<file path="src/hdl/dwps_pkg.sv">
// Shared types, constants and command codes of the dual waveform player scheduler.
package dwps_pkg;

	localparam int WAVE_DEPTH = 1024;
	localparam int ADDR_W = $clog2(WAVE_DEPTH);
	localparam int IDX_W = 11;
	localparam int DATA_W = 32;

	localparam logic [IDX_W-1:0] DEPTH_IDX = IDX_W'(WAVE_DEPTH);

	localparam logic [2:0] CMD_TICK = 3'd0;
	localparam logic [2:0] CMD_LOAD_ONE = 3'd1;
	localparam logic [2:0] CMD_LOAD_TWO = 3'd2;
	localparam logic [2:0] CMD_SET_EN = 3'd3;
	localparam logic [2:0] CMD_RESTART = 3'd4;

	localparam logic [2:0] REG_UPDATE_PERIOD = 3'd0;
	localparam logic [2:0] REG_SAMPLE_COUNT = 3'd1;
	localparam logic [2:0] REG_SINGLE_PLAY = 3'd2;
	localparam logic [2:0] REG_HALF_PHASE = 3'd3;
	localparam logic [2:0] REG_FULL_PHASE = 3'd4;

	typedef struct packed {
		logic [2:0] command;
		logic [9:0] sample_index;
		logic signed [31:0] sample_value;
		logic enable_one;
		logic enable_two;
		logic stop_request;
		logic [15:0] drive_one;
		logic [15:0] drive_two;
		logic report_full;
	} item_t;

	typedef struct packed {
		logic motor_one_write;
		logic [15:0] motor_one_value;
		logic motor_two_write;
		logic [15:0] motor_two_value;
		logic demand_one_valid;
		logic signed [31:0] demand_one;
		logic demand_two_valid;
		logic signed [31:0] demand_two;
		logic stop_notice_one;
		logic stop_notice_two;
		logic enabled_one;
		logic enabled_two;
	} result_t;

	typedef struct packed {
		logic tick;
		logic set_en;
		logic en_new;
		logic stop;
		logic full;
		logic hit;
		logic restart_in;
		logic single;
		logic [15:0] period;
		logic [IDX_W-1:0] limit;
	} chan_ctl_t;

	typedef struct packed {
		logic en;
		logic en_next;
		logic write;
		logic notice;
		logic report;
		logic restart_taken;
		logic rd_en;
		logic [ADDR_W-1:0] rd_addr;
	} chan_stat_t;

endpackage

</file>
<file path="src/hdl/dwps_chan.sv">
// Per-channel sequencer: period counter, play index, enable and sample fetch request.
module dwps_chan (
	input  logic                  clk,
	input  logic                  arst_n,
	input  dwps_pkg::chan_ctl_t   ctl,
	output dwps_pkg::chan_stat_t  stat
);

	logic [15:0] cnt_q;
	logic [dwps_pkg::IDX_W-1:0] idx_q;
	logic en_q;

	logic [15:0] cnt_inc;
	logic adv;
	logic wrap;
	logic hit_stop;
	logic pass_stop;
	logic [dwps_pkg::IDX_W-1:0] idx0;
	logic [dwps_pkg::IDX_W-1:0] idx1;

	always_comb begin
		cnt_inc = cnt_q + 16'd1;
		adv = en_q && (cnt_inc >= ctl.period);
		idx0 = (adv && ctl.restart_in) ? '0 : idx_q;
		wrap = idx0 >= ctl.limit;
		idx1 = wrap ? '0 : idx0;
		hit_stop = en_q && ctl.hit && ctl.stop;
		pass_stop = adv && wrap && ctl.single;

		stat.en = en_q;
		stat.write = en_q ? (ctl.hit && !ctl.stop) : 1'b1;
		stat.notice = hit_stop || pass_stop;
		stat.report = adv && !ctl.full;
		stat.restart_taken = ctl.tick && adv && ctl.restart_in;
		stat.rd_en = ctl.tick && adv;
		stat.rd_addr = idx1[dwps_pkg::ADDR_W-1:0];
		if (ctl.set_en) begin
			stat.en_next = ctl.en_new;
		end else if (ctl.tick) begin
			stat.en_next = en_q && !hit_stop && !pass_stop;
		end else begin
			stat.en_next = en_q;
		end
	end

	always_ff @(posedge clk or negedge arst_n) begin
		if (!arst_n) begin
			cnt_q <= '0;
			idx_q <= '0;
			en_q <= 1'b0;
		end else begin
			if (ctl.tick) begin
				if (en_q) begin
					cnt_q <= adv ? '0 : cnt_inc;
					idx_q <= adv ? idx1 + 1'b1 : idx_q;
				end else begin
					cnt_q <= '0;
					idx_q <= '0;
				end
			end
			if (ctl.tick || ctl.set_en) begin
				en_q <= stat.en_next;
			end
		end
	end

endmodule

</file>
<file path="config.mk">
export PLATFORM = sky130hd
export DESIGN_NAME = dwps_chan
export DESIGN_NICKNAME = d
export VERILOG_FILES = /design/src/hdl/dwps_pkg.sv /design/src/hdl/dwps_chan.sv
export SDC_FILE = /design/constraint.sdc
export NUM_CORES = 1
export LEC_CHECK = 0
export ABC_AREA = 1
export BUFFER_PORTS_ARGS = -buffer_cell sky130_fd_sc_hd__buf_2
export CAP_MARGIN = 5
export CORE_UTILIZATION = 57
export CTS_BUF_LIST = sky130_fd_sc_hd__clkbuf_8
export DETAILED_ROUTE_END_ITERATION = 8
export PLACE_DENSITY = 0.82
export SLEW_MARGIN = 20
export SYNTH_ARGS = -nofsm -noshare
export SYNTH_HDL_FRONTEND = slang
export SYNTH_SLANG_ARGS = --single-unit
</file>
<file path="constraint.sdc">
create_clock -name clk -period 5.79 [get_ports clk]
set_input_delay 0.579 -clock clk [delete_from_list [all_inputs] [get_ports clk]]
set_output_delay 0.579 -clock clk [all_outputs]
set_load 0.05 [all_outputs]
</file>
==> run metrics, run 1 <==
Top Ports=54; Leak=between 1.5 and 2 nW; slowest CP cell=dfrtp_1; CTS root buf=clkbuf_8; outcome=finished, final reports clean; gr usage total=0.256; met2 Usage GRT=0.395; Async S/R FF share, synth=1.00; Hold WS=~330 ps; setup TNS=0 ps; most frequent cells in the layout=inv_1, nand2_1, buf_2; DRC errors left=0; commonest non-fill, non-tap cell in the layout=inv_1; Max Freq=approximately 0.18 GHz; CP startpoint kind=flop; CTS tree=built; largest net degree at the start of global routing=29; Sink Count=28; Peak VDD IR=approximately 100 µV; Final Max Slew Viols=0; CP bufs+invs=8; DR pass1 iterations=4; initial antenna violation count=0; initial drt markers=between 150 and 200; total detailed-routing wirelength=just over 6000 µm; Unique masters post-synth=37; syn_area_per_cell=between 7 and 8 µm²; vias in the first global route=2,314; Max FO, Critical Path=7; CP startpoint=cnt_q[1]; Place WS=approximately 400 ps; Starting Density=0.598; Worst Hold Class=primary input to async pin; Die W=70.0 µm; Die ar.=~0.0049 mm²; grt total ovfl=0; Seq/Total Area, Yosys=0.266; critical path endpoint category=primary output; Max Cap Viol=0; share of cells above drive strength 1=0.261; CTS clock-pin slew for the worst setup and hold paths=100 ps; met3 GRT Util=0.0332; Critical Path AT=4880 ps; Final WS setup=between 300 and 400 ps; placed cells=463; CORE AREA=0.00441 mm²; ys flop type=dfrtp_1; Post-synth EDFFs=0; WS Path Type=flop to primary output; FP Rows=24; Final period util=0.942; Final ANT Viol Nets=0; Clock Skew=around 8 ps; IO buf count=53; DR WL/cell=roughly 13 µm; number of vias per cell=5.32; met1 GRT Util=0.377; relative slew slack=0.541; H-tree depth=1; global-route wire length before repair=slightly above 10,000 µm; reg2reg start=cnt_q[1]; Die H=~70 µm; Yosys reg bits=28; GRT Max-Usage Layer=met2; Synth Warn #=0; vias=2,538; syn_nets=roughly 430; DP HPWL=around 4500 µm; Critical Path RT=around 5200 ps; Mapped Area=0.00264 mm²; Clock Path Buffers=2; CTS Buf Count=3; Post-Layout Cell Count=477; Cell Pwr Density=roughly 140 mW/mm²; global placement routability congestion=roughly 0.97; setup violators final=0; P&R area growth vs syn=17.3%; Top delay family on crit path=simple AND/OR/NAND/NOR gates; Max stage delay on crit path=about 400 ps; most frequent cell on the critical path=inv_2; Final Hold Viols=0; clock latency on the worst-skew pair=around 280 ps; worst slew pin tran=688 ps; Syn Inst Count=around 370; fin crit period=~5500 ps; nets=between 400 and 500; number of inserted diodes=0
-- metrics by stage --
stage          total power, mW  cell area (µm²)   util
2_1_floorplan            0.251             2640      -
4_1_cts                  0.435             2990  0.677
6_report                 0.435             3100  0.701
5_1_grt                  0.456             3100  0.701
3_5_place_dp             0.278             2920  0.661
3_3_place_gp             0.276             2920  0.661
-- cell type report --
cell class,instances,area [µm²]
clock inverter,1,30.0
sequential,28,702
clock buffer,3,41.3
timing repair buffer,62,335
multi-input combinational,246,1600
fill,373,1320
tap,52,65.1
inverter,85,319
-- Yosys cell counts (2+ instances only) --
| cell | n | share of area |
|---|---|---|
| nor2_1 | 14 | 0.020 |
| o21bai_1 | 2 | 0.0057 |
| nand4_1 | 11 | 0.026 |
| inv_1 | 77 | 0.11 |
| a21oi_1 | 14 | 0.027 |
| nor2_4 | 4 | 0.017 |
| nor3_1 | 2 | 0.0038 |
| o31ai_1 | 2 | 0.0057 |
| nor2_2 | 9 | 0.021 |
| o22ai_1 | 9 | 0.021 |
| nand2_2 | 2 | 0.0047 |
| nand4_2 | 2 | 0.0095 |
| ha_1 | 29 | 0.14 |
| nand2_1 | 79 | 0.11 |
| clkbuf_1 | 2 | 0.0028 |
| xor2_1 | 10 | 0.033 |
| buf_2 | 2 | 0.0038 |
| o21ai_1 | 7 | 0.013 |
| inv_2 | 8 | 0.011 |
| dfrtp_1 | 28 | 0.27 |
| o21ai_0 | 10 | 0.019 |
| nand3_1 | 23 | 0.044 |
| nand3_2 | 5 | 0.019 |
-- path summary, 6_finish.rpt --
kind,endpoint,slack [ps],cells past startpoint
max,stat[15],330,31
min,en_q,330,1
max reg2reg,idx_q[8],640,35
min reg2reg,idx_q[10],520,2
max in group asynchronous,cnt_q[0],4990,1
min in group clk,en_q,500,2
-- power by group --
part	internal (mW)	switching, mW
registers	0.199	0.00429
clock network	0.0926	0.0649
logic	0.0279	0.0471
-- metal layers --
metal	up-vias	part of all wire
met5	-	0
met4	0	0.012
met3	11	0.052
met2	88	0.45
met1	1147	0.48
li1	1292	-
-- timing repair --
| item | CTS | global route |
|---|---|---|
| gates resized for setup | 0 | 13 |
| endpoints found under the setup margin | 0 | 15 |
| hold buffers | 0 | 0 |
| endpoints found under the hold margin | 0 | 0 |
| setup buffers | 0 | 9 |
-- registers in the layout, summed over array words and instances (netlist names) --
| register | cells |
|---|---|
| en_q | 1 |
| idx_q | 11 |
| cnt_q | 16 |
-- cell families (layout without fill, tap and decap cells) --
kind of cell / Yosys count / after routing / share of synthesized area
flip-flops: 28 / 28 / 0.266
AO/OA/AOI/OAI: 47 / 47 / 0.101
buffers and inverters: 92 / 151 / 0.140
AND/OR/NAND/NOR: 158 / 159 / 0.319
XOR/XNOR: 10 / 10 / 0.0332
adder cells (fa/ha/maj): 29 / 29 / 0.138
multiplexers: 1 / 1 / 0.00379
No activity file was read; power rests on OpenSTA's default activity.
==> inputs of run 2 (changes only) <==
- RECOVER_POWER: not set -> 25
==> run 2 against run 1 <==
  * The flow now finishes with violations (max-capacitance violations, max-slew violations)
  * Count of clock-buffer cells in the layout stayed put
  * Cell area about the same
  * Sequential cell count stayed put
  * Combinational power is essentially flat
  * Die area unchanged
  * Sequential share of layout area about the same
  * Critical endpoint unchanged
==> run metrics, run 2 (synthesis gave the netlist of run 1 again) <==
Final Max Slew Viols=29 (+29); vias in the first global route=2,314 (unchanged); Final period util=0.942 (about the same); most frequent cell on the critical path=inv_2; DR pass1 iterations=4 (unchanged); grt total ovfl=0 (unchanged); Sink Count=28 (unchanged); CP startpoint kind=flop; Hold WS=503 ps (+177 ps); Starting Density=0.598 (unchanged); Final Hold Viols=0 (unchanged); initial antenna violation count=0 (unchanged); CTS tree=built; Die H=70.0 µm (unchanged); Die ar.=0.00491 mm² (unchanged); nets=492 (unchanged); Place WS=412 ps (unchanged); clock latency on the worst-skew pair=280 ps (about the same); number of inserted diodes=0 (unchanged); Max Cap Viol=1 (+1); setup violators final=0 (unchanged); Final ANT Viol Nets=0 (unchanged); vias=2,541 (+0.12%); failing checks=max-capacitance violations, max-slew violations; total detailed-routing wirelength=6130 µm (about the same); commonest non-fill, non-tap cell in the layout=inv_1; worst slew pin tran=1640 ps (+954 ps); share of cells above drive strength 1=0.259 (-0.00235); slowest CP cell=dfrtp_1; DRC errors left=0 (unchanged); global-route wire length before repair=10,200 µm (unchanged); setup TNS=0 ps (unchanged); DP HPWL=4540 µm (unchanged); biggest regs=cnt_q (16), idx_q (11), en_q (1); relative slew slack=-0.0945 (-0.636); fin crit period=5460 ps (+0.00100 ps); hold buffers post-CTS=0 (unchanged); gr usage total=0.256 (unchanged); Peak VDD IR=101 µV (about the same); DR WL/cell=12.9 µm (about the same); initial drt markers=183 (unchanged); IO buf count=53 (unchanged); Cell Pwr Density=141 mW/mm² (about the same); FP Rows=24 (unchanged); Leak=1.84 nW (-0.15%); critical path endpoint category=primary output; WS Path Type=flop to primary output; Largest Register=cnt_q; Critical Path RT=5210 ps (about the same); Top Ports=54 (unchanged); Clock Path Buffers=2 (unchanged); outcome=finished, violations left; CORE AREA=0.00441 mm² (unchanged); Worst Hold Class=primary input to flop; most frequent cells in the layout=inv_1, nand2_1, buf_2; CTS root buf=clkbuf_8; Max Freq=0.183 GHz (unchanged); Max stage delay on crit path=400 ps (about the same); number of vias per cell=5.33 (+0.12%); max FFs per register=16 (unchanged); Clock Skew=7.96 ps (-0.0316 ps); CTS Buf Count=3 (unchanged); largest net degree at the start of global routing=29 (unchanged); Final WS setup=334 ps (-0.00100 ps); CTS clock-pin slew for the worst setup and hold paths=100 ps (about the same); Critical Path AT=4880 ps (about the same); global placement routability congestion=0.965 (unchanged); H-tree depth=1 (unchanged); Die W=70.0 µm (unchanged); Max FO, Critical Path=7 (unchanged); P&R area growth vs syn=17.3% (about the same)
==> run 2: cell types whose count changed in the layout (fill, tap and decap cells not counted), sizes merged <==
cell    delta
clkbuf     +1
buf        -1
==> run 2: cell type report <==
type	count	area, µm²
Tap cell	52	65.1
Clock buffer	3	41.3
Sequential cell	28	702
Inverter	85	319
Fill cell	374	1320
Clock inverter	1	30.0
Multi-Input combinational cell	246	1600
Timing Repair Buffer	62	334
==> run 2: worst max-delay path, delay by kind of cell, from the launching register on <==
kind	cells	cell delay (ps)
simple gates	17	2050
buf+inv	8	900
fa+ha+maj	3	730
flops	1	400
compound gates	2	300
xor+xnor	1	220
==> run 2: power breakdown <==
part	total [mW]	internal, mW	switching [mW]
clock network	0.158	0.0926	0.0649
logic	0.0749	0.0278	0.0471
registers	0.203	0.199	0.00429
==> run 2: path summary, 6_finish.rpt <==
check | from | to | slack [ps] | cells after the start
max | cnt_q[1] | stat[15] | 330 | 31
min | ctl[33] | en_q | 500 | 2
max reg2reg | cnt_q[1] | idx_q[8] | 630 | 35
min reg2reg | idx_q[10] | idx_q[10] | 520 | 2
max in group asynchronous | arst_n | cnt_q[0] | 4030 | 1
min in group asynchronous | arst_n | en_q | 700 | 1
==> run 2: what timing repair did <==
action / 4_1_cts / 5_1_grt
setup buffers: 0 / 9
resized for setup: 0 / 13
setup endpoints to repair: 0 / 15
hold endpoints to repair: 0 / 0
==> run 2: routing by layer <==
layer | GRT usage | share of wire
met2 | 0.395 | 0.45
met1 | 0.377 | 0.48
met4 | 0.0689 | 0.012
met5 | 0 | 0
met3 | 0.0332 | 0.052
==> run 2: metrics by stage <==
stage | instances | total power, mW | utilization | area [µm²]
6_report | 477 | 0.435 | 0.701 | 3090
5_1_grt | 477 | 0.455 | 0.701 | 3090
4_1_cts | 467 | 0.435 | 0.677 | 2990
3_5_place_dp | 463 | 0.278 | 0.661 | 2920
3_3_place_gp | 463 | 0.276 | 0.661 | 2920
2_1_floorplan | 365 | 0.251 | - | 2640
==> inputs of run 3 (changes only) <==
- ABC_AREA: 1 -> not set
- PLACE_DENSITY: 0.82 -> 0.83
==> run 3 against run 2 <==
  * Fmax decreased by 0.75%
  * Sequential cell count unchanged
  * The run still ends with max-capacitance violations, max-slew violations left
  * Wire length decreased by 10%
  * Core utilization increased by 0.96 points
  * Count of clock-buffer cells in the layout unchanged
  * Worst hold slack improved by 18 ps
  * First-iteration DRC count decreased by 45%
  * Largest power group unchanged
  * Cell count decreased by 16%
  * Synthesized area decreased by 5.1%
==> run metrics, run 3 <==
hold path startpoint=ctl[33]; global-route wire length before repair=8580 µm (-16%); initial antenna violation count=0 (unchanged); nets=418 (-15%); number of inserted diodes=0 (unchanged); Leak=1.62 nW (-12%); CTS root buf=clkbuf_8; critical path endpoint category=primary output; largest cells by area after synthesis=dfrtp_1, ha_1, o21ai_0; Die ar.=0.00466 mm² (-4.9%); CP bufs+invs=3 (-5); share of cells above drive strength 1=0.274 (+0.0155); IO buf count=53 (unchanged); relative slew slack=-0.0538 (+0.0408); vias=2,261 (-11%); gr usage total=0.244 (-0.0119); P&R area growth vs syn=16.7%; Max Cap Viol=1 (unchanged); syn_nets=361 (-16%); CTS clock-pin slew for the worst setup and hold paths=90 ps (about the same); placed cells=392 (-15%); reg2reg path depth=28 (-20%); Peak VDD IR=93.8 µV (-7.0%); final core occ=0.711 (+0.00959); Top delay family on crit path=compound AO/OA/AOI/OAI gates; Starting Density=0.609 (+0.0109); Synth Warn #=0 (unchanged); CTS Buf Count=3 (unchanged); vias in the first global route=1,947 (-16%); failing checks=max-capacitance violations, max-slew violations; Hold Path Sink=en_q; DR WL/cell=13.8 µm (+7.2%); share of Yosys cell area claimed by the top area cell type=0.280 (+0.0142); Unique masters post-synth=50 (+35%); Critical Path AT=4920 ps (+40 ps); slowest CP cell=dfrtp_1; Worst R2R End=idx_q[10]; Mapped Area=0.00250 mm² (-5.1%); Die W=68.3 µm (-2.5%); CP startpoint kind=flop; largest net degree at the start of global routing=29 (unchanged); DRC errors left=0 (unchanged); setup violators final=0 (unchanged); max FFs per register=16 (unchanged); Post-synth EDFFs=0 (unchanged); CTS tree=built; WS Path Type=flop to primary output; Final Max Slew Viols=29 (unchanged); most frequent cells in the layout=buf_2, nand2_1, inv_1; fillers=323 (-14%); fin crit period=5500 ps (+41.4 ps); Async S/R FF share, synth=1.00 (unchanged); commonest cells in the netlist=inv_1, nand2_1, ha_1; Die H=68.3 µm (-2.5%); clock latency on the worst-skew pair=270 ps (about the same); Cell Chain, Critical Path=ha_4 -> and3_1 -> and3_4 -> and3_4 -> nand3_1 -> xnor2_2 -> ha_1 -> and2_0 -> a221o_1 -> a21oi_2 -> o21ai_4 -> nand3_1 -> buf_6 -> and2_1 -> ha_1 -> a21oi_1 -> o21ai_0 -> a21oi_1 -> o21ai_2 -> a31oi_4 -> buf_4 -> and2_2 -> buf_2; Final Hold Viols=0 (unchanged); biggest regs=cnt_q (16), idx_q (11), en_q (1); Seq/Total Area, Yosys=0.280 (+0.0142); DR pass1 iterations=4 (unchanged); Cell Pwr Density=131 mW/mm² (-6.5%); grt total ovfl=0 (unchanged); Max Freq=0.182 GHz (-0.75%); Final period util=0.949 (+0.00715); total detailed-routing wirelength=5510 µm (-10%); Final ANT Viol Nets=0 (unchanged); initial drt markers=101 (-45%); commonest non-fill, non-tap cell in the layout=buf_2; Max FO, Critical Path=13 (+6); Sink Count=28 (unchanged); global placement routability congestion=0.831 (-14%); ys flop type=dfrtp_1; H-tree depth=1 (unchanged); hold path cells=2 (unchanged); number of vias per cell=5.65 (+6.1%); Critical Path RT=5210 ps (about the same); Clock Path Buffers=2 (unchanged); reg2reg start=cnt_q[1]; worst slew pin tran=1580 ps (-61.2 ps); CORE AREA=0.00412 mm² (-6.8%); Largest Register=cnt_q; Syn Inst Count=295 (-19%); DP HPWL=4180 µm (-8.0%); syn_area_per_cell=8.49 µm² (+17%); FP Rows=23 (-4.2%); Top Ports=54 (unchanged); Yosys reg bits=28 (unchanged); Max stage delay on crit path=440 ps (+40 ps); Post-Layout Cell Count=400 (-16%); outcome=finished, violations left; Worst R2R Setup Slack=320 ps (-310 ps); cell taking the most area after synthesis=dfrtp_1; Clock Skew=4.85 ps (-3.10 ps); Worst Hold Class=primary input to flop
run 3: changes by cell type in the layout (fill, tap and decap cells not counted), moves of 9 or more:
cell,before,now
inv_1,77,31
nand2_1,76,31
o21ai_0,9,25
and2_1,0,10
and3_1,0,10
nand4_1,11,2
o22ai_1,9,0
run 3: cell families after synthesis:
group                    share of synthesized area
adder cells (fa/ha/maj)                      0.145
AND/OR/NAND/NOR                              0.244
AO/OA/AOI/OAI                                0.200
XOR/XNOR                                    0.0490
multiplexers                               0.00400
flip-flops                                   0.280
buffers and inverters                       0.0779
run 3: power by group:
group	switching (mW)	leakage, nW	internal [mW]	total (mW)
clock network	0.0597	0.0216	0.0467	0.106
registers	0.00541	0.387	0.198	0.204
logic	0.0452	1.21	0.0292	0.0745
run 3: per-stage QoR:
stage               setup slack (ps)  setup TNS [ps]  total power, mW  instance area [µm²]  hold slack [ps]
finish                           293               0            0.384                 2920              521
global route                   -20.6           -35.5            0.404                 2920              538
CTS                             23.9               0            0.381                 2830              349
detailed placement               107               0            0.276                 2790              516
global placement                 301               0            0.274                 2790              513
floorplan                        191               0            0.249                 2500              283
run 3: worst max-delay path by stage:
| stage | endpoint | cells past startpoint | slack, ps | startpoint |
|---|---|---|---|---|
| floorplan | idx_q[10] | 30 | 190 | cnt_q[0] |
| global placement | idx_q[10] | 28 | 300 | cnt_q[0] |
| detailed placement | idx_q[10] | 28 | 110 | cnt_q[0] |
| CTS | stat[2] | 23 | 20 | cnt_q[0] |
| global route | idx_q[10] | 28 | -20 | cnt_q[1] |
| finish | stat[8] | 23 | 290 | cnt_q[1] |
run 3: layout make-up:
type / count / area [µm²] / share of cell area
clock buffer: 3 / 41.3 / 0.0141
inverter: 32 / 120 / 0.0411
multi-input combinational: 225 / 1660 / 0.567
sequential: 28 / 702 / 0.240
tap: 50 / 62.6 / 0.0214
timing repair buffer: 62 / 340 / 0.116
run 3: what timing repair did:
item / in CTS / in global routing
gates resized for setup: 0 / 17
hold buffers: 0 / 0
buffers inserted: 0 / 5
setup endpoints to repair: 0 / 16
run 3: per-layer routing:
layer | wire length (µm) | global-route usage | vias up | part of all wire
met5 | 0 | 0 | - | 0
met4 | 40 | 0.0625 | 0 | 0.0073
met3 | 275 | 0.0233 | 4 | 0.050
met2 | 2600 | 0.412 | 77 | 0.47
met1 | 2600 | 0.331 | 1039 | 0.47
li1 | - | - | 1141 | -
